## src/rtl/core/second_harmonic_event_plane_defines.svh

```systemverilog
// Assertion helpers for the event-plane core.
`ifndef SECOND_HARMONIC_EVENT_PLANE_DEFINES_SVH
`define SECOND_HARMONIC_EVENT_PLANE_DEFINES_SVH

// condition must hold at every edge out of reset
`define SHEP_ASSERT_ALWAYS(label, clk, rst, cond, msg) \
   label: assert property (@(posedge clk) disable iff (rst) (cond)) else $error(msg);

// consequent must hold in the same cycle as the antecedent
`define SHEP_ASSERT_IMPLY(label, clk, rst, ante, cons, msg) \
   label: assert property (@(posedge clk) disable iff (rst) (ante) |-> (cons)) \
      else $error(msg);

`endif

```

## src/rtl/core/shep_pkg.sv

```systemverilog
package shep_pkg;

   localparam int ANGLE_BITS    = 16;
   localparam int MAX_PARTICLES = 4096;
   localparam int ATAN_LEN      = 24;
   localparam int STAGES        = (ANGLE_BITS < ATAN_LEN) ? ANGLE_BITS : ATAN_LEN;

   localparam int PHI_W   = 16;
   localparam int PLANE_W = 16;
   localparam int IDX_W   = 5;    // covers shifts up to ATAN_LEN-1
   localparam int CS_W    = 26;   // sin/cos datapath, 8 extra fraction bits
   localparam int RZ_W    = 33;   // rotation residual angle
   localparam int TRIG_W  = 17;   // Q1.15 plus room for negated -32768
   localparam int SUM_W   = 32;
   localparam int VEC_W   = SUM_W + 19;  // sums scaled by 2^16 plus CORDIC growth
   localparam int VZ_W    = 34;

   localparam int COS_START = 19896;

   localparam logic signed [SUM_W:0] SUM_BOUND = (SUM_W+1)'(MAX_PARTICLES * 32767);
   localparam logic signed [VZ_W-1:0] HALF_TURN = VZ_W'(64'sh8000_0000);

   typedef struct packed {
      logic                    last;
      logic                    flip;
      logic signed [CS_W-1:0]  x;
      logic signed [CS_W-1:0]  y;
      logic signed [RZ_W-1:0]  z;
   } rot_data_type;

   typedef struct packed {
      logic                    empty;
      logic signed [VEC_W-1:0] x;
      logic signed [VEC_W-1:0] y;
      logic signed [VZ_W-1:0]  z;
   } vec_data_type;

   // atan(2^-i) in turn units, 2^32 = one turn
   function automatic logic [31:0] atan_turn(input logic [IDX_W-1:0] idx);
      logic [31:0] a;
      unique case (idx)
         5'd0:    a = 32'h2000_0000;
         5'd1:    a = 32'h12E4_051E;
         5'd2:    a = 32'h09FB_385B;
         5'd3:    a = 32'h0511_11D4;
         5'd4:    a = 32'h028B_0D43;
         5'd5:    a = 32'h0145_D7E1;
         5'd6:    a = 32'h00A2_F61E;
         5'd7:    a = 32'h0051_7C55;
         5'd8:    a = 32'h0028_BE53;
         5'd9:    a = 32'h0014_5F2F;
         5'd10:   a = 32'h000A_2F98;
         5'd11:   a = 32'h0005_17CC;
         5'd12:   a = 32'h0002_8BE6;
         5'd13:   a = 32'h0001_45F3;
         5'd14:   a = 32'h0000_A2FA;
         5'd15:   a = 32'h0000_517D;
         5'd16:   a = 32'h0000_28BE;
         5'd17:   a = 32'h0000_145F;
         5'd18:   a = 32'h0000_0A30;
         5'd19:   a = 32'h0000_0518;
         5'd20:   a = 32'h0000_028C;
         5'd21:   a = 32'h0000_0146;
         5'd22:   a = 32'h0000_00A3;
         5'd23:   a = 32'h0000_0051;
         default: a = 32'h0000_0000;
      endcase
      return a;
   endfunction

endpackage

```

## src/rtl/core/shep_vec_cell.sv

```systemverilog
// One vectoring-mode CORDIC micro-rotation, registered.
module shep_vec_cell import shep_pkg::*; (
   input  logic               clock,
   input  logic               reset,
   input  logic               advance,
   input  logic [IDX_W-1:0]   stage_idx,
   input  logic               in_valid,
   input  vec_data_type       in_data,
   output logic               out_valid,
   output vec_data_type       out_data
);

   logic                   valid_ff;
   vec_data_type           data_ff;
   vec_data_type           data_in;
   logic signed [VZ_W-1:0] atan;

   always_comb begin
      atan    = VZ_W'($signed({1'b0, atan_turn(stage_idx)}));
      data_in = in_data;
      // drive y toward zero
      if (!in_data.y[VEC_W-1] && (in_data.y != '0)) begin
         data_in.x = in_data.x + (in_data.y >>> stage_idx);
         data_in.y = in_data.y - (in_data.x >>> stage_idx);
         data_in.z = in_data.z + atan;
      end else begin
         data_in.x = in_data.x - (in_data.y >>> stage_idx);
         data_in.y = in_data.y + (in_data.x >>> stage_idx);
         data_in.z = in_data.z - atan;
      end
   end

   always_ff @(posedge clock) begin
      if (reset) begin
         valid_ff <= 1'b0;
      end else if (advance) begin
         valid_ff <= in_valid;
      end
   end

   always_ff @(posedge clock) begin
      if (advance) begin
         data_ff <= data_in;
      end
   end

   assign out_valid = valid_ff;
   assign out_data  = data_ff;

endmodule

```

## config.mk

```make
export PLATFORM = sky130hd
export DESIGN_NAME = shep_vec_cell
export DESIGN_NICKNAME = d
export VERILOG_FILES = /design/src/rtl/core/second_harmonic_event_plane_defines.svh /design/src/rtl/core/shep_pkg.sv /design/src/rtl/core/shep_vec_cell.sv
export SDC_FILE = /design/constraint.sdc
export NUM_CORES = 1
export LEC_CHECK = 0
export BUFFER_PORTS_ARGS = -buffer_cell sky130_fd_sc_hd__buf_2
export CAP_MARGIN = 30
export CORE_MARGIN = 2
export CORE_UTILIZATION = 50
export DETAILED_ROUTE_END_ITERATION = 7
export HOLD_SLACK_MARGIN = 0.12
export PLACE_DENSITY = 0.7
export SYNTH_ARGS = -nofsm -noshare
export SYNTH_HDL_FRONTEND = slang
export SYNTH_SLANG_ARGS = --single-unit
```

## constraint.sdc

```tcl
create_clock -name clock -period 19.6 [get_ports clock]
set_clock_uncertainty 0.15 [all_clocks]
set_input_delay 4.9 -clock clock [delete_from_list [all_inputs] [get_ports clock]]
set_output_delay 4.9 -clock clock [all_outputs]
set_load 0.02 [all_outputs]
```

==> results of run 1 <==
-- synthesized netlist by cell type, types with 43 or more instances --
cell and number:
a21o_1 85, a21oi_1 210, buf_2 43, clkbuf_1 93
edfxtp_1 137, ha_1 147, inv_1 55, mux2_2 70
mux2i_1 115, mux4_2 150, nand2_1 223, nand3_1 60
nor2_1 183, nor3_1 52, o21ai_0 155, xnor2_1 147
xor2_1 92
-- cell usage in the layout (no fill, tap or decap), types with 70 or more instances in the layout --
cell type	instances
ha_1	147
mux4_2	150
a21o_1	85
xor2_1	92
a21oi_1	210
mux2i_1	115
o21ai_0	155
mux2_2	70
buf_2	279
nand2_1	223
nor2_1	181
edfxtp_1	137
xnor2_1	147
-- stage by stage --
step	util	setup WS [ns]	instance area (sq um)	std cells	total power (uW)
after detailed placement	0.540	6.00	25600	3467	1650
after CTS	0.552	6.46	26200	3499	1990
after global routing	0.552	5.85	26200	3500	2110
final	0.552	6.32	26200	3500	2010
after global placement	0.540	6.22	25600	3464	1640
after floorplan	-	8.28	23900	2706	1300
-- layer usage --
metal,global-route usage,wire [um],vias to the layer above,part of all wire
met4,0.260,7340,0,0.072
met5,0,0,-,0
met1,0.485,38200,11900,0.38
met3,0.0858,9490,328,0.094
met2,0.643,46300,1463,0.46
li1,-,-,10900,-
-- where the power goes --
| part | leakage (uW) | switching (uW) | internal (uW) | total (uW) |
|---|---|---|---|---|
| combinational | 0.00892 | 755 | 453 | 1210 |
| sequential | 0.00135 | 22.5 | 447 | 470 |
| clock | 0.000271 | 145 | 187 | 332 |
-- kinds of logic (layout without fill, tap and decap cells) --
| family | after synthesis | in the layout | synth area share |
|---|---|---|---|
| AO/OA/AOI/OAI | 836 | 836 | 0.233 |
| XOR/XNOR | 239 | 239 | 0.0876 |
| adder cells (fa/ha/maj) | 150 | 150 | 0.0795 |
| buffers and inverters | 234 | 412 | 0.0419 |
| flip-flops | 138 | 138 | 0.173 |
| multiplexers | 337 | 337 | 0.225 |
| other | 0 | 1 | 0 |
| AND/OR/NAND/NOR | 772 | 772 | 0.160 |
-- worst register-to-register path, stage by stage, from the launching register on --
cell and delay (ns):
dfxtp_1 0.31, mux2i_1 0.12, nor2_1 0.05
-- flip-flops by register name, summed over array words and instances, names as in the netlist --
signal     flops
out_valid      1
out_data     137
-- layout make-up --
type | count | area (sq um) | share of cell area
sequential | 138 | 4130 | 0.158
clock inverter | 14 | 148 | 0.00563
clock buffer | 18 | 429 | 0.0164
inverter | 58 | 219 | 0.00835
multi-input combinational | 2334 | 18800 | 0.716
timing repair buffer | 322 | 1740 | 0.0663
tap | 615 | 769 | 0.0294
antenna | 1 | 2.50 | 0.0000955
-- final timing paths --
check | depth (start not counted) | end | startpoint
worst max-delay path | 21 | out_data[81] | stage_idx[0]
worst min-delay path | 2 | out_valid | out_valid
worst min register to register | 2 | out_valid | out_valid
worst max register to register | 2 | out_valid | out_valid
==> reports/results.txt, run 1 <==
outcome - finished with violations
violated checks - DRC
hold slack - 0.352 ns
startpoint types - input pin
routed len/inst - 29.0 um
total vias in the final route - 24,500
Fmax - 75.3 MHz
final wirelength - 101,000 um
sequential share of the synthesized area - 0.173
DIE HEIGHT - 223 um
Pwr Density - 76.7 nW/um^2
area grow syn2layout - 9.74%
hold_buf cts - 0
initial antenna violation count - 1
Die ar. - 49,500 sq um
residual DRC count - 5
Max stage delay on crit path - 0.91 ns
Tot GR Track Use - 0.399
crit share post-route - 0.678
critical path fanouts, max - 88
Hold Crit Class - flop to flop
Tmin final - 13.28 ns
Detailed Route Iter0 Violations - 2,959
Critical Path AT - 13.36 ns
post-synth net total - 3,002
Starting Density - 0.503
Die Wd - 223 um
Detail Route Antenna Nets - 0
Ports - 284
first-pass GRT wire length - 149,000 um
crit end category - flop
root buffer cell - clkbuf_16
post-cts gate resize count - 0
Cell Rows - 80
CTS Buf Count - 17
TritonRoute pass-1 iters - 8
Peak supply drop - 0.0000541 V
clk_lat worst skew - 0.48 ns
Final GP Congestion - 1.07
Final nets - 3,167
Seq cells post-synth - 138
gr ovfl total - 0
Worst Tran Pin Value - 1.20 ns
Synth area leader - edfxtp_1
Synth area leaders - edfxtp_1 (17%), mux4_2 (14%), ha_1 (7.7%), xnor2_1 (5.4%), mux2i_1 (4.8%)
largest net degree at the start of global routing - 89
max-cap check violation count - 0
Post-Synthesis Cell Area - 23,900 sq um
top-area cell type share of the netlist area - 0.172
setup TNS - 0 ns
Final Slew Violations - 0
ys async rst share - 0
predominant post-synthesis flop cell - edfxtp_1
critical-path cell list - buf_8 > buf_4 > mux4_2 > mux4_2 > a222oi_1 > o311a_1 > nand2_1 > nor3_2 > nor2_1 > xor2_1 > ha_1 > and2_1 > and3_1 > a221o_1 > a311oi_1 > o21ai_0 > a41oi_1 > o31ai_1 > a31o_2 > a211oi_1 > xnor2_1
Post-synth EDFFs - 137
Core ar. - 47,400 sq um
vias in the first global route - 23,400
Clock Pin Slew Worst Setup and Hold Paths - 0.06 ns
input/output buffers - 283
Yosys Warn Count - 0
unrepaired setup endpoints after global routing - no
Post-Synthesis Cells - 2,706
CP delay by family, top - compound AO/OA/AOI/OAI gates
Syn Area/Cell - 8.83 sq um
Crit path top cell by count - mux4_2
Fill cells - 4,326
Worst EP required - 19.68 ns
share of layout cells above drive strength 1 - 0.217
CP bufs+invs - 2
clk sinks - 138
worst-case clock buffer depth - 2
CP Class - input pin to flop
Setup violations, final - 0
Hold Fails Final Rpt - 0
Slew Limit Headroom - 0.203
distinct cell type count after synthesis - 93
postcts setup bufs - 0
CTS H-tree lvls - 4
Lkg Pwr - 0.0105 uW
Worst R2R Setup Slack - 18.87 ns
routed vias/inst - 7.00
HPWL Detailed - 78,000 um
slowest CP cell - a222oi_1
CTS tree - yes
Note: power is estimated with default switching activity, not from simulation.
==> run 2: changes to the inputs <==
clock period = 12.75 ns   (was 19.6 ns; I/O delays follow)
==> run 2 against run 1 <==
  * The run now ends clean
  * Combinational power is 55% higher
  * Setup slack got worse by 4.1 ns
  * Utilization grew 0.32 points
  * Non-clock buffer count up 8
  * Cell count rose by 0.23%
  * Global-route usage grew 0.39 points
  * Register-to-register slack worse by 6.9 ns
  * Design area grew 0.57%
  * Hold slack better by 0.015 ns
  * Critical path type unchanged
  * Critical endpoint is now out_data[79]
  * Largest cell class unchanged
==> reports/results.txt, run 2 (synthesized netlist as in run 1, its figures left out) <==
Fill cells - 4,353 (+0.62%)
routed vias/inst - 7.07 (+0.91%)
Critical Path AT - 10.63 ns (-2.73 ns)
Worst EP required - 12.86 ns (-6.82 ns)
startpoint types - input pin
post-cts gate resize count - 0 (unchanged)
Crit path top cell by count - xnor2_1
most frequent cells in the layout - buf_2 (278), nand2_1 (223), a21oi_1 (210), nor2_1 (181), o21ai_0 (155)
Reg area - 4130 sq um (unchanged)
routed len/inst - 29.2 um (+0.71%)
input/output buffers - 283 (unchanged)
Final GP Congestion - 1.13 (+5.7%)
CP bufs+invs - 2 (unchanged)
CTS tree - yes
clk_lat worst skew - 0.50 ns (+0.02 ns)
Final Slew Violations - 0 (unchanged)
crit share post-route - 0.825
total vias in the final route - 24,800 (+1.1%)
final instance area - 26,400 sq um (+0.57%)
Die ar. - 49,500 sq um (unchanged)
DIE HEIGHT - 223 um (unchanged)
Peak supply drop - 0.0000809 V (+50%)
slowest CP cell - a222oi_1
vias in the first global route - 23,500 (+0.74%)
critical path fanouts, max - 74 (-16%)
final wirelength - 102,000 um (+0.94%)
Tot Pwr - 3150 uW (+57%)
share of layout cells above drive strength 1 - 0.220 (+0.00286)
first-pass GRT wire length - 150,000 um (+0.94%)
Ports - 284 (unchanged)
max reg flops - 137 (unchanged)
TritonRoute pass-1 iters - 7 (-1)
HPWL Detailed - 78,700 um (+0.91%)
max-cap check violation count - 0 (unchanged)
initial antenna violation count - 3 (+2)
Lkg Pwr - 0.0106 uW (+0.78%)
Starting Density - 0.503 (unchanged)
CTS Buf Count - 17 (unchanged)
Setup violations, final - 0 (unchanged)
root buffer cell - clkbuf_16
Clock Pin Slew Worst Setup and Hold Paths - 0.07 ns (about the same)
unrepaired setup endpoints after global routing - no
worst-case clock buffer depth - 2 (unchanged)
Worst R2R Path Depth - 2 (unchanged)
Detail Route Antenna Nets - 0 (unchanged)
CTS H-tree lvls - 4 (unchanged)
Cell Rows - 80 (unchanged)
critical path depth - 21 (unchanged)
Post-DP Area - 25,700 sq um (+0.32%)
Tmin final - 10.52 ns
CP Class - input pin to flop
Die Wd - 223 um (unchanged)
most common cell after layout, fill and taps aside - buf_2
area grow syn2layout - 10.4%
Tot GR Track Use - 0.403 (+0.00387)
residual DRC count - 0 (-5)
setup TNS - 0 ns (unchanged)
Worst Tran Pin Value - 1.08 ns (-0.115 ns)
crit end category - flop
Detailed Route Iter0 Violations - 3,312 (+12%)
Multi-input gate area - 18,800 sq um (about the same)
Pwr Density - 119 nW/um^2 (+56%)
Hold Crit Class - flop to flop
Slew Limit Headroom - 0.280 (+0.0765)
postcts setup bufs - 0 (unchanged)
clk sinks - 138 (unchanged)
gr ovfl total - 0 (unchanged)
critical-path cell list - buf_6 > buf_4 > mux4_2 > a222oi_1 > a22o_1 > a211oi_1 > a311o_1 > nor3_2 > and2_1 > and3_1 > nor2_1 > xnor2_1 > ha_1 > nand4_1 > or3_1 > o21ai_0 > a41oi_1 > o31ai_1 > a31o_2 > a21boi_0 > xnor2_1
Core ar. - 47,400 sq um (unchanged)
final core occ - 0.556 (+0.00316)
largest net degree at the start of global routing - 100 (+12%)
Hold Fails Final Rpt - 0 (unchanged)
Max stage delay on crit path - 0.85 ns (-0.06 ns)
hold_buf cts - 0 (unchanged)
CP delay by family, top - compound AO/OA/AOI/OAI gates
outcome - complete, no violations
Fmax - 95.0 MHz
Final nets - 3,175 (+0.25%)
Hold Crit Depth - 2 (unchanged)
[run 2: area by class of cell]
| type | instances | share of cell area |
|---|---|---|
| clock inverter | 15 | 0.00802 |
| tap | 615 | 0.0292 |
| inverter | 58 | 0.00831 |
| clock buffer | 17 | 0.0161 |
| timing repair buffer | 330 | 0.0694 |
| antenna | 1 | 0.0000949 |
| multi-input combinational | 2334 | 0.712 |
| sequential | 138 | 0.157 |
[run 2: report_power, final]
part	leakage, uW	switching (uW)	internal [uW]	total (uW)
logic	0.00897	1170	699	1870
registers	0.00135	33.4	687	721
clock network	0.000303	232	330	562
[run 2: worst register-to-register path, delay by kind of cell, from the launching register on]
| family | cells | cell delay [ns] |
|---|---|---|
| simple gates | 1 | 0.05 |
| flops | 1 | 0.31 |
| mux | 1 | 0.12 |
[run 2: path summary, 6_finish.rpt]
check | endpoint | from | slack, ns
setup / recovery | out_data[79] | stage_idx[3] | 2.23
hold / removal | out_valid | out_valid | 0.37
setup reg to reg | out_valid | out_valid | 12.01
hold reg to reg | out_valid | out_valid | 0.37
[run 2: layer usage]
metal,GRT usage,up-vias,routed length (um)
met1,0.491,11900,37900
met2,0.642,1618,46700
li1,-,10900,-
met3,0.0951,365,10500
met4,0.259,2,7180
met5,0,-,10
[run 2: stage by stage]
stage	hold slack [ns]	instances	setup slack (ns)
global placement	0.319	3472	2.08
global route	0.407	3508	1.87
CTS	0.379	3506	2.47
floorplan	0.429	2706	3.14
detailed placement	0.360	3474	1.94
finish	0.367	3508	2.23
