===== config.mk =====
export PLATFORM = sky130hd
export DESIGN_NAME = shep_rot_cell
export DESIGN_NICKNAME = d
export VERILOG_FILES = /design/src/rtl/core/second_harmonic_event_plane_defines.svh /design/src/rtl/core/shep_pkg.sv /design/src/rtl/core/shep_rot_cell.sv
export SDC_FILE = /design/constraint.sdc
export NUM_CORES = 1
export LEC_CHECK = 0
export BUFFER_PORTS_ARGS = -buffer_cell sky130_fd_sc_hd__buf_2
export CAP_MARGIN = 20
export CORE_MARGIN = 4
export CORE_UTILIZATION = 32
export DETAILED_ROUTE_END_ITERATION = 12
export SKIP_LAST_GASP = 1
export SYNTH_ARGS = -nofsm -noshare
export SYNTH_HDL_FRONTEND = slang
export SYNTH_SLANG_ARGS = --single-unit

===== constraint.sdc =====
create_clock -name clock -period 6.2 [get_ports clock]
set_input_delay 0.62 -clock clock [delete_from_list [all_inputs] [get_ports clock]]
set_output_delay 0.62 -clock clock [all_outputs]
set_load 0.01 [all_outputs]

===== src/rtl/core/second_harmonic_event_plane_defines.svh =====
// Assertion helpers for the event-plane core.
`ifndef SECOND_HARMONIC_EVENT_PLANE_DEFINES_SVH
`define SECOND_HARMONIC_EVENT_PLANE_DEFINES_SVH

// condition must hold at every edge out of reset
`define SHEP_ASSERT_ALWAYS(label, clk, rst, cond, msg) \
   label: assert property (@(posedge clk) disable iff (rst) (cond)) else $error(msg);

// consequent must hold in the same cycle as the antecedent
`define SHEP_ASSERT_IMPLY(label, clk, rst, ante, cons, msg) \
   label: assert property (@(posedge clk) disable iff (rst) (ante) |-> (cons)) \
      else $error(msg);

`endif


===== src/rtl/core/shep_pkg.sv =====
package shep_pkg;

   localparam int ANGLE_BITS    = 16;
   localparam int MAX_PARTICLES = 4096;
   localparam int ATAN_LEN      = 24;
   localparam int STAGES        = (ANGLE_BITS < ATAN_LEN) ? ANGLE_BITS : ATAN_LEN;

   localparam int PHI_W   = 16;
   localparam int PLANE_W = 16;
   localparam int IDX_W   = 5;    // covers shifts up to ATAN_LEN-1
   localparam int CS_W    = 26;   // sin/cos datapath, 8 extra fraction bits
   localparam int RZ_W    = 33;   // rotation residual angle
   localparam int TRIG_W  = 17;   // Q1.15 plus room for negated -32768
   localparam int SUM_W   = 32;
   localparam int VEC_W   = SUM_W + 19;  // sums scaled by 2^16 plus CORDIC growth
   localparam int VZ_W    = 34;

   localparam int COS_START = 19896;

   localparam logic signed [SUM_W:0] SUM_BOUND = (SUM_W+1)'(MAX_PARTICLES * 32767);
   localparam logic signed [VZ_W-1:0] HALF_TURN = VZ_W'(64'sh8000_0000);

   typedef struct packed {
      logic                    last;
      logic                    flip;
      logic signed [CS_W-1:0]  x;
      logic signed [CS_W-1:0]  y;
      logic signed [RZ_W-1:0]  z;
   } rot_data_type;

   typedef struct packed {
      logic                    empty;
      logic signed [VEC_W-1:0] x;
      logic signed [VEC_W-1:0] y;
      logic signed [VZ_W-1:0]  z;
   } vec_data_type;

   // atan(2^-i) in turn units, 2^32 = one turn
   function automatic logic [31:0] atan_turn(input logic [IDX_W-1:0] idx);
      logic [31:0] a;
      unique case (idx)
         5'd0:    a = 32'h2000_0000;
         5'd1:    a = 32'h12E4_051E;
         5'd2:    a = 32'h09FB_385B;
         5'd3:    a = 32'h0511_11D4;
         5'd4:    a = 32'h028B_0D43;
         5'd5:    a = 32'h0145_D7E1;
         5'd6:    a = 32'h00A2_F61E;
         5'd7:    a = 32'h0051_7C55;
         5'd8:    a = 32'h0028_BE53;
         5'd9:    a = 32'h0014_5F2F;
         5'd10:   a = 32'h000A_2F98;
         5'd11:   a = 32'h0005_17CC;
         5'd12:   a = 32'h0002_8BE6;
         5'd13:   a = 32'h0001_45F3;
         5'd14:   a = 32'h0000_A2FA;
         5'd15:   a = 32'h0000_517D;
         5'd16:   a = 32'h0000_28BE;
         5'd17:   a = 32'h0000_145F;
         5'd18:   a = 32'h0000_0A30;
         5'd19:   a = 32'h0000_0518;
         5'd20:   a = 32'h0000_028C;
         5'd21:   a = 32'h0000_0146;
         5'd22:   a = 32'h0000_00A3;
         5'd23:   a = 32'h0000_0051;
         default: a = 32'h0000_0000;
      endcase
      return a;
   endfunction

endpackage


===== src/rtl/core/shep_rot_cell.sv =====
// One rotation-mode CORDIC micro-rotation, registered.
module shep_rot_cell import shep_pkg::*; (
   input  logic               clock,
   input  logic               reset,
   input  logic               advance,
   input  logic [IDX_W-1:0]   stage_idx,
   input  logic               in_valid,
   input  rot_data_type       in_data,
   output logic               out_valid,
   output rot_data_type       out_data
);

   logic                   valid_ff;
   rot_data_type           data_ff;
   rot_data_type           data_in;
   logic signed [RZ_W-1:0] atan;

   always_comb begin
      atan    = RZ_W'($signed({1'b0, atan_turn(stage_idx)}));
      data_in = in_data;
      if (!in_data.z[RZ_W-1]) begin
         data_in.x = in_data.x - (in_data.y >>> stage_idx);
         data_in.y = in_data.y + (in_data.x >>> stage_idx);
         data_in.z = in_data.z - atan;
      end else begin
         data_in.x = in_data.x + (in_data.y >>> stage_idx);
         data_in.y = in_data.y - (in_data.x >>> stage_idx);
         data_in.z = in_data.z + atan;
      end
   end

   always_ff @(posedge clock) begin
      if (reset) begin
         valid_ff <= 1'b0;
      end else if (advance) begin
         valid_ff <= in_valid;
      end
   end

   always_ff @(posedge clock) begin
      if (advance) begin
         data_ff <= data_in;
      end
   end

   assign out_valid = valid_ff;
   assign out_data  = data_ff;

endmodule


==> results.ini, run 1 <==
[worst_setup_path]
critPathSlowestCell = mux4_2
cpPeakStageDelay_ns = 0.58
crit_chain = buf_4 > mux4_2 > and2_1 > a2111oi_0 > buf_4 > o211ai_1 > and4bb_2 > and2_4 > nor3_1 > a211o_1 > o21a_1 > a21oi_1 > ha_1 > a21o_1 > a2111oi_0 > o211ai_1 > a31oi_1 > o31ai_1 > buf_4 > a21o_1 > a21oi_1 > xnor2_1
cp_max_fo = 18
crit_path_start = stage_idx[0]
worst_path_most_repeated_cell = buf_4
startpoint_type = input port
end_kind = flop
r2r-start = out_valid
crit_required_ns = 6.32
critical_path_class = in -> reg
critPathArrivalTime_ns = 5.97

[final_layout]
final_nets = 1793
design_area_um2 = 14600
ff_latch_area_um2 = 2630
antenna_cells = 0
fillerInstances = 3893
layout_common_cells = buf_2 (180), a21oi_1 (139), nand2_1 (102)
layout-drive-gt1-share = 0.253
postLayoutCoreUtil = 0.385
area_growth_pct = 18.0
fin_cells = 2117
multiInputGateArea_um2 = 9230
final_common_cell = buf_2

[global_routing]
overflow = 0
grt_pass1_wl_um = 71400
grt_max_degree = 49
grt_pass1_vias = 11800
track_usage = 0.221
antenna_found_initial = 0

[power]
peakVddDrop_v = 0.000136
power.density_nw_per_um2 = 225
p_leak_nw = 6.03
p_total_w = 0.00329

[route]
drt_iter0_drc = 1171
drc = 0
vias = 12200
drt-pass1-iter-count = 6
post_drt_wl_per_cell_um = 22.3
drt-total-wl_um = 47200
viasPerCell = 5.75
ant_nets = 0

[clock_tree]
post_cts_resized = 0
clk_latency_ns = 0.37
ctsHoldBuffers = 0
clock_path_buffers = 2
clk_pin_slew_ns = 0.06
postCtsSetupRepairBufs = 0
root_buffer = clkbuf_16
h-tree-depth = 3
cts_tree = yes
numCtsBuffers = 9
cts.sinks = 88

[timing]
min_period_ns = 5.85
hold_viol_final = 0
fin_crit_sh = 0.943
fin_skew_ns = 0
max_freq_ghz = 0.171
worst-slew-pin-transition_ns = 0.939
rsz0062_at_grt = false
whs_ns = 0.395
slew_viol_final = 0
setup_viol = 0
slew-limit-headroom = 0.358

[yosys]
synth_flop_cell = edfxtp_1
yosys.area.top_type = edfxtp_1
async_flop_share = 0
synth.cell_area_um2 = 12400
syn_avg_cell_area_um2 = 8.85
synthCells = 1397
synth_top_area_share = 0.211
synthTopCellsByArea = edfxtp_1 (21%), ha_1 (9.4%), mux4_2 (7.5%)
synth-edff-count = 87
ys_types = 84
yosysWarnings = 0
ys_seq_elements = 88
syn-num-nets = 1589
ys_seq_area_frac = 0.213

[placement]
io_buffers = 183
gp_congestion = 0.979
placed_cells = 2101
hpwl_um = 37800
post_dp_cell_area_um2 = 14300

[floorplan]
coreArea_um2 = 37900
start_util = 0.326
die-area_um2 = 41800
dieWidth_um = 205
rows = 71
io_pins = 184
die_y_um = 205

[job]
maxCapViolations = 0

[hold_path]
hold_start = reset
hp-class = in -> reg

[run_status]
status = finished, final reports clean

[stage by stage]
step                      setup TNS, ns  setup slack [ns]
after global placement           -0.121           -0.0607
after global routing                  0            0.0725
after detailed placement              0           0.00446
final                                 0             0.351
after floorplan                       0             0.271
after CTS                             0             0.331
[sequential cells by signal, summed over array words and instances (netlist names)]
register	flops
out_data	87
out_valid	1
[final timing paths]
path	slack, ns	cells after the start	to
setup / recovery	0.35	22	out_data[55]
hold / removal	0.40	2	out_valid
setup reg to reg	5.63	2	out_valid
hold reg to reg	0.49	2	out_valid
[per-layer routing]
layer  track usage  routed length (um)  vias up
li1              -                   -     5721
met1         0.318               21700     5892
met2         0.342               21200      498
met3        0.0442                3540       53
met4        0.0510                 854        0
met5             0                   0        -
[area by class of cell]
| class | count | area share |
|---|---|---|
| clock inverter | 7 | 0.00592 |
| tap | 511 | 0.0438 |
| clock buffer | 9 | 0.0154 |
| inverter | 30 | 0.00772 |
| sequential | 88 | 0.180 |
| timing repair buffer | 273 | 0.114 |
| multi-input combinational | 1199 | 0.633 |
[worst max-delay path: cells and delay by family]
| kind | cells | cell delay (ns) |
|---|---|---|
| buffers and inverters | 3 | 0.64 |
| xor gates and xnor gates | 1 | 0.08 |
| muxes | 1 | 0.58 |
| adders and majority gates | 1 | 0.29 |
| and+or+nand+nor | 4 | 0.77 |
| AOI/OAI and AO/OA | 12 | 2.95 |
[synth_stat cells (15+ instances only)]
cell type	number
a21oi_1	139
nand2_1	102
xnor2_1	99
nor2_1	94
ha_1	93
edfxtp_1	87
o21ai_0	83
xor2_1	53
mux2_2	47
mux4_2	41
mux2i_1	40
a21o_1	35
clkbuf_1	32
inv_1	28
a31oi_1	26
nand2b_1	26
nand3_1	21
nor3_1	21
o21a_1	21
nor2b_1	20
buf_1	19
buf_2	17
and3_1	15
[kinds of logic (layout without fill, tap and decap cells)]
| group | count (synthesis) | count (layout) | share of synthesized area |
|---|---|---|---|
| AND/OR/NAND/NOR | 366 | 366 | 0.149 |
| AO/OA/AOI/OAI | 454 | 454 | 0.238 |
| adder cells (fa/ha/maj) | 96 | 96 | 0.0990 |
| XOR/XNOR | 152 | 152 | 0.108 |
| flip-flops | 88 | 88 | 0.213 |
| multiplexers | 131 | 131 | 0.153 |
| buffers and inverters | 110 | 319 | 0.0406 |
[power breakdown]
group	internal [W]	switching, W	leakage (nW)
Clock	0.000349	0.000242	0.154
Sequential	0.000877	0.0000366	0.860
Combinational	0.000766	0.00102	5.01
Note: power is estimated with default switching activity, not from simulation.
==> run 2: changes to the inputs <==
--- a/config.mk
+++ b/config.mk
@@ -5,11 +5,12 @@
 export SDC_FILE = /design/constraint.sdc
 export NUM_CORES = 1
 export LEC_CHECK = 0
-export BUFFER_PORTS_ARGS = -buffer_cell sky130_fd_sc_hd__buf_2
+export ABC_AREA = 1
 export CAP_MARGIN = 20
 export CORE_MARGIN = 4
 export CORE_UTILIZATION = 32
 export DETAILED_ROUTE_END_ITERATION = 12
+export DONT_BUFFER_PORTS = 1
 export SKIP_LAST_GASP = 1
 export SYNTH_ARGS = -nofsm -noshare
 export SYNTH_HDL_FRONTEND = slang
==> run 2 against run 1 <==
Net effect: cell area is 13% lower; setup slack better by 0.84 ns; largest power group unchanged; via count is 1.2% lower; hold slack worse by 0.082 ns; flip-flop and latch count stayed put; sequential power is 13% higher.
==> results.ini, run 2 <==
[final_layout]
fillerInstances = 4033  ; +3.6%
final_nets = 2011  ; +12%
ff_latch_area_um2 = 2630  ; unchanged
layout-drive-gt1-share = 0.0433  ; -0.209
final_common_cell = nand2_1
antenna_cells = 0  ; unchanged
area_growth_pct = 5.14
multiInputGateArea_um2 = 8440  ; -8.6%
layout_common_cells = nand2_1 (604), nand3_1 (240), inv_1 (142)
largest_reg_flops = 87  ; unchanged
postLayoutCoreUtil = 0.343  ; -0.0415

[yosys]
ys_seq_area_frac = 0.219  ; +0.00589
ys_types = 53  ; -37%
synth_flop_cell = edfxtp_1
synthMostInstantiatedCell = nand2_1
synthTopCellsByArea = edfxtp_1 (22%), nand2_1 (19%), nand3_1 (10%)
synth_commonest_cells = nand2_1 (604), nand3_1 (240), inv_1 (142), nor2_1 (138), a21oi_1 (110)
ys_seq_elements = 88  ; unchanged
async_flop_share = 0  ; unchanged
synth_top_area_share = 0.217  ; +0.00584
synthCells = 1865  ; +34%
yosys.area.top_type = edfxtp_1
syn-num-nets = 2057  ; +29%
syn_avg_cell_area_um2 = 6.45  ; -27%
synth-edff-count = 87  ; unchanged
synth.cell_area_um2 = 12000  ; -2.7%
yosysWarnings = 0  ; unchanged

[worst_setup_path]
critPathArrivalTime_ns = 5.12  ; -0.85 ns
r2r-start = out_valid
end_kind = flop
cp_max_fo = 50  ; +32
startpoint_type = input port
cpPeakStageDelay_ns = 0.55  ; -0.03 ns
crit_required_ns = 6.31  ; about the same
worst_path_most_repeated_cell = nand2_1
cpLargestDelayFamily = simple AND/OR/NAND/NOR gates
critical_path_class = in -> reg
critPathSlowestCell = nor4_1
crit_chain = inv_2 > ha_1 > nor2_1 > nor2_1 > o21ai_1 > nand3_1 > inv_1 > ha_1 > inv_1 > nor3_2 > nand3_1 > nor2_1 > nand2_1 > o21ai_4 > xor2_1 > ha_1 > nand2_1 > nor4_1 > nand3b_1 > nand3_1 > nand2_1 > nand2_1 > a211oi_1 > xor2_1
critPathBufInv = 3  ; unchanged
crit_path_start = stage_idx[1]

[route]
vias = 12000  ; -1.2%
dr.max_layer_used = met4
drt-total-wl_um = 39800  ; -16%
dr_wl_met3_um = 2890  ; -18%
drc = 0  ; unchanged
post_drt_wl_per_cell_um = 17.1  ; -23%
drt_iter0_drc = 812  ; -31%
wl_met1_um = 16400  ; -24%
ant_nets = 0  ; unchanged
wl_met2_um = 19200  ; -9.5%
drt-pass1-iter-count = 5  ; -1
viasPerCell = 5.16  ; -10%

[clock_tree]
clk_pin_slew_ns = 0.06  ; about the same
postCtsSetupRepairBufs = 0  ; unchanged
h-tree-depth = 3  ; unchanged
root_buffer = clkbuf_16
clock_path_buffers = 2  ; unchanged
cts.sinks = 88  ; unchanged
post_cts_resized = 0  ; unchanged
numCtsBuffers = 9  ; unchanged
ctsHoldBuffers = 0  ; unchanged
clk_latency_ns = 0.37  ; about the same
cts_tree = yes

[floorplan]
coreArea_um2 = 36900  ; -2.8%
start_util = 0.326  ; +0.000342
io_pins = 184  ; unchanged
rows = 70  ; -1.4%
die-area_um2 = 40800  ; -2.6%
die_y_um = 202  ; -1.3%
dieWidth_um = 202  ; -1.3%

[global_routing]
track_usage = 0.189  ; -0.0320
overflow = 0  ; unchanged
grt_max_degree = 89  ; +82%
grt_pass1_vias = 11300  ; -4.6%
grt_pass1_wl_um = 61400  ; -14%
antenna_found_initial = 0  ; unchanged

[hold_path]
hold_start = reset
hp-class = in -> reg

[power]
p_total_w = 0.00291  ; -11%
power.density_nw_per_um2 = 230  ; +2.1%
seqPwrFrac = 0.355  ; +0.077
switching_share = 0.421  ; +0.0268
p_int_w = 0.00168  ; -15%
p_leak_nw = 5.94  ; -1.5%
power_frac_comb = 0.449  ; -0.093
p_switching_w = 0.00122  ; -5.5%
clkPwrFrac = 0.195  ; +0.015
peakVddDrop_v = 0.000133  ; -2.7%

[placement]
dpl_worst_slack_ns = 0.796  ; +0.791 ns
io_buffers = 0  ; -100%
gp_congestion = 0.912  ; -6.8%
hpwl_um = 32400  ; -14%

[timing]
slew_viol_final = 0  ; unchanged
min_period_ns = 5.01  ; -0.843 ns
setup_viol = 0  ; unchanged
hold_viol_final = 0  ; unchanged
worst-slew-pin-transition_ns = 0.721  ; -0.218 ns
max_freq_ghz = 0.200  ; +17%
fin_crit_sh = 0.807  ; -0.136
rsz0062_at_grt = false
layout_setup_ws_ns = 1.19  ; +0.843 ns
fin_skew_ns = 0  ; unchanged
final.setup.tns_ns = 0  ; unchanged
slew-limit-headroom = 0.512  ; +0.154

[run_status]
status = finished, final reports clean

[job]
maxCapViolations = 0  ; unchanged

-- run 2: cell count changes after synthesis, moves of 21 or more --
cell      change
inv_1       +114
mux2i_1      -39
a21oi_1      -29
mux2_2       -47
mux4_2       -41
o21ai_1      +21
nand2b_1     -26
nand3_1     +219
xor2_1       +43
nor2_1       +44
nand2_1     +502
a21o_1       -29
xnor2_1      -57
-- run 2: worst reg2reg max path, cell delays in order (launching register included) --
cell and delay [ns]:
dfxtp_1 0.34, mux2i_1 0.13, nor2_1 0.05
-- run 2: cell type report --
cell class	instances	share of cell area
inverter	157	0.0466
sequential	88	0.208
clock buffer	10	0.0181
clock inverter	6	0.00544
tap	504	0.0499
timing repair buffer	8	0.00475
multi-input combinational	1555	0.667
-- run 2: logic make-up after synthesis --
logic type | synth area share
simple gates | 0.370
compound gates | 0.129
buf+inv | 0.0798
xor+xnor | 0.100
fa+ha+maj | 0.102
flops | 0.219
mux | 0.000832
-- run 2: power by group through the flow --
stage	logic, W	registers, W	clock network, W
final	0.00131	0.00103	0.000569
after global routing	0.00148	0.00105	0.000619
after CTS	0.00130	0.00105	0.000591
after global placement	0.00129	0.00106	0
after floorplan	0.00106	0.00102	0
after detailed placement	0.00130	0.00106	0
-- run 2: layer usage --
| metal | up-vias | track usage |
|---|---|---|
| li1 | 6113 | - |
| met1 | 5492 | 0.221 |
| met2 | 360 | 0.329 |
| met3 | 59 | 0.0488 |
| met4 | 0 | 0.0737 |
| met5 | - | 0 |
-- run 2: final timing paths --
kind	end	depth (start not counted)	slack [ns]
setup reg to reg	out_valid	2	5.58
setup / recovery	out_data[30]	24	1.19
hold / removal	out_valid	1	0.31
hold reg to reg	out_valid	2	0.56
-- run 2: metrics by stage --
stage / std cells / hold slack (ns) / cell area (um^2)
after floorplan: 1865 / 0.528 / 12000
after global placement: 2312 / 0.544 / 12400
after detailed placement: 2312 / 0.564 / 12400
after CTS: 2328 / 0.292 / 12600
after global routing: 2328 / 0.302 / 12600
final: 2328 / 0.313 / 12600
==> run 3: changes to the inputs <==
--- a/config.mk
+++ b/config.mk
@@ -5,7 +5,7 @@
 export SDC_FILE = /design/constraint.sdc
 export NUM_CORES = 1
 export LEC_CHECK = 0
-export ABC_AREA = 1
+export ABC_AREA = 0
 export CAP_MARGIN = 20
 export CORE_MARGIN = 4
 export CORE_UTILIZATION = 32
==> constraint.sdc (replaced) <==
create_clock -name clock -period 5.2 [get_ports clock]
set_input_delay 0.52 -clock clock [delete_from_list [all_inputs] [get_ports clock]]
set_output_delay 0.52 -clock clock [all_outputs]
set_load 0.01 [all_outputs]
==> run 3 against run 2 <==
Net effect: combinational power grew 33%; count of clock-buffer cells in the layout decreased by 1; setup slack worse by 0.86 ns; first-iteration DRC count increased by 59%; die area up 2.7%; flip-flop and latch count did not move; via count decreased by 4.2%; largest cell class unchanged; total power grew 24%; cell area up 8.4%; utilization grew 1.8 points; clock power is 13% higher.
==> results.ini, run 3 (synthesized netlist as in run 1, its figures left out) <==
[hold_path]
hold_path_depth = 1  ; unchanged
hold_start = reset
hold_end = out_valid
hp-class = in -> reg

[timing]
min_period_ns = 4.87
worst-slew-pin-transition_ns = 0.642  ; -0.0791 ns
fin_crit_sh = 0.936
setup_viol = 0  ; unchanged
hold_viol_final = 0  ; unchanged
rsz0062_at_grt = false
max_freq_ghz = 0.205
slew-limit-headroom = 0.570  ; +0.0587
slew_viol_final = 0  ; unchanged
fin_skew_ns = 0  ; unchanged

[route]
drt_iter0_drc = 1295  ; +59%
drt-pass1-iter-count = 7  ; +2
ant_nets = 0  ; unchanged
drt-total-wl_um = 45900  ; +15%
post_drt_wl_per_cell_um = 23.6  ; +38%
viasPerCell = 5.92  ; +15%
drc = 0  ; unchanged
vias = 11500  ; -4.2%

[clock_tree]
cts_tree = yes
numCtsBuffers = 9  ; unchanged
clk_latency_ns = 0.37  ; about the same
h-tree-depth = 3  ; unchanged
postCtsSetupRepairBufs = 0  ; unchanged
root_buffer = clkbuf_16
clock_path_buffers = 2  ; unchanged
clk_pin_slew_ns = 0.07  ; about the same
cts.sinks = 88  ; unchanged
ctsHoldBuffers = 0  ; unchanged

[global_routing]
antenna_found_initial = 0  ; unchanged
grt_max_degree = 120  ; +35%
overflow = 0  ; unchanged
grt_pass1_vias = 11000  ; -2.5%
track_usage = 0.212  ; +0.0234
grt_pass1_wl_um = 68400  ; +11%

[power]
p_int_w = 0.00219  ; +30%
power_frac_comb = 0.482  ; +0.033
p_switching_w = 0.00141  ; +15%
switching_share = 0.391  ; -0.0294
p_leak_nw = 5.32  ; -10%
peakVddDrop_v = 0.000143  ; +7.8%
seqPwrFrac = 0.340  ; -0.015
p_total_w = 0.00361  ; +24%
clkPwrFrac = 0.178  ; -0.017
power.density_nw_per_um2 = 263  ; +14%

[final_layout]
largest_reg_flops = 87  ; unchanged
antenna_cells = 0  ; unchanged
final_nets = 1620  ; -19%
final_common_cell = a21oi_1
layout_common_cells = a21oi_1 (139), nand2_1 (102), xnor2_1 (99)
layout-drive-gt1-share = 0.167  ; +0.123
postLayoutCoreUtil = 0.362  ; +0.0185
area_growth_pct = 10.9
fin_cells = 1944  ; -16%

[worst_setup_path]
critPathArrivalTime_ns = 4.98  ; -0.14 ns
cp_max_fo = 119  ; +140%
rrSetupSlack_ns = 4.57  ; -1.01 ns
end_kind = flop
crit_required_ns = 5.32  ; -0.99 ns
r2r-start = out_valid
startpoint_type = input port
reg2reg_to = out_valid
critical_path_class = in -> reg
crit_path_start = stage_idx[2]
reg2reg_depth = 2  ; unchanged

[job]
maxCapViolations = 0  ; unchanged

[run_status]
status = finished, final reports clean

[floorplan]
die_y_um = 205  ; +1.3%
start_util = 0.326  ; -0.000342
coreArea_um2 = 37900  ; +2.9%
dieWidth_um = 205  ; +1.3%
die-area_um2 = 41800  ; +2.7%
io_pins = 184  ; unchanged
rows = 71  ; +1.4%

[placement]
gp_congestion = 0.945  ; +3.6%
placed_cells = 1928  ; -17%
io_buffers = 0  ; unchanged
hpwl_um = 35800  ; +10%

-- run 3: cell types whose count changed in the layout (fill, tap and decap cells not counted), sizes merged, moves of 39 or more --
cell,change
nand2,-512
nand3,-221
inv,-127
buf,+92
nor2,-58
xnor2,+57
mux2,+50
xor2,-43
mux4,+41
mux2i,+39
-- run 3: worst max-delay path, stage by stage --
cell       delay (ns)
mux2_2           0.37
mux4_2           0.51
mux2i_1          0.27
o21ai_0          0.15
and4bb_2         0.31
and2_4           0.18
nor3_1           0.05
a211o_1          0.26
o21a_1           0.10
a21oi_1          0.13
ha_1             0.26
a21o_1           0.18
a2111oi_0        0.50
o211ai_1         0.21
a31oi_1          0.26
o31ai_1          0.11
buf_4            0.15
a21o_1           0.17
a21oi_1          0.19
xnor2_1          0.08
-- run 3: timing repair --
item / 4_1_cts / 5_1_grt
gates resized for setup: 0 / 1
endpoints found under the hold margin: 0 / 0
setup endpoints to repair: 0 / 4
-- run 3: final cells by class --
cell class,instances,area [um^2]
Clock buffer,9,225
Clock inverter,7,56.3
Fill cell,3847,24200
Inverter,30,114
Multi-Input combinational cell,1199,9270
Sequential cell,88,2630
Tap cell,511,639
Timing Repair Buffer,100,776
-- run 3: metrics by stage --
step                      cell area [um^2]  setup slack [ns]  TNS (ns)  hold slack, ns
after floorplan                      12400            0.0154         0           0.528
after global placement               13400            -0.103    -0.298           0.554
after detailed placement             13400            -0.167    -0.576           0.562
after CTS                            13700             0.211         0           0.182
after global routing                 13700            0.0301         0           0.186
final                                13700             0.333         0           0.210
-- run 3: power by group through the flow --
| stage | sequential (W) | combinational [W] | clock (W) |
|---|---|---|---|
| after global routing | 0.00125 | 0.00192 | 0.000700 |
| after floorplan | 0.00121 | 0.00129 | 0 |
| after CTS | 0.00124 | 0.00173 | 0.000673 |
| final | 0.00123 | 0.00174 | 0.000641 |
| after global placement | 0.00125 | 0.00170 | 0 |
| after detailed placement | 0.00125 | 0.00171 | 0 |
-- run 3: worst max path at each step --
| stage | depth (start not counted) | slack (ns) | endpoint |
|---|---|---|---|
| after floorplan | 21 | 0.02 | out_data[57] |
| after global placement | 20 | -0.10 | out_data[78] |
| after detailed placement | 20 | -0.17 | out_data[78] |
| after CTS | 20 | 0.21 | out_data[78] |
| after global routing | 19 | 0.03 | out_data[57] |
| final | 20 | 0.33 | out_data[55] |
-- run 3: layer usage --
layer / vias up / share of wire / GRT usage
li1: 5377 / - / -
met1: 5522 / 0.43 / 0.286
met2: 552 / 0.44 / 0.324
met3: 66 / 0.11 / 0.0747
met4: 0 / 0.022 / 0.0581
met5: - / 0 / 0
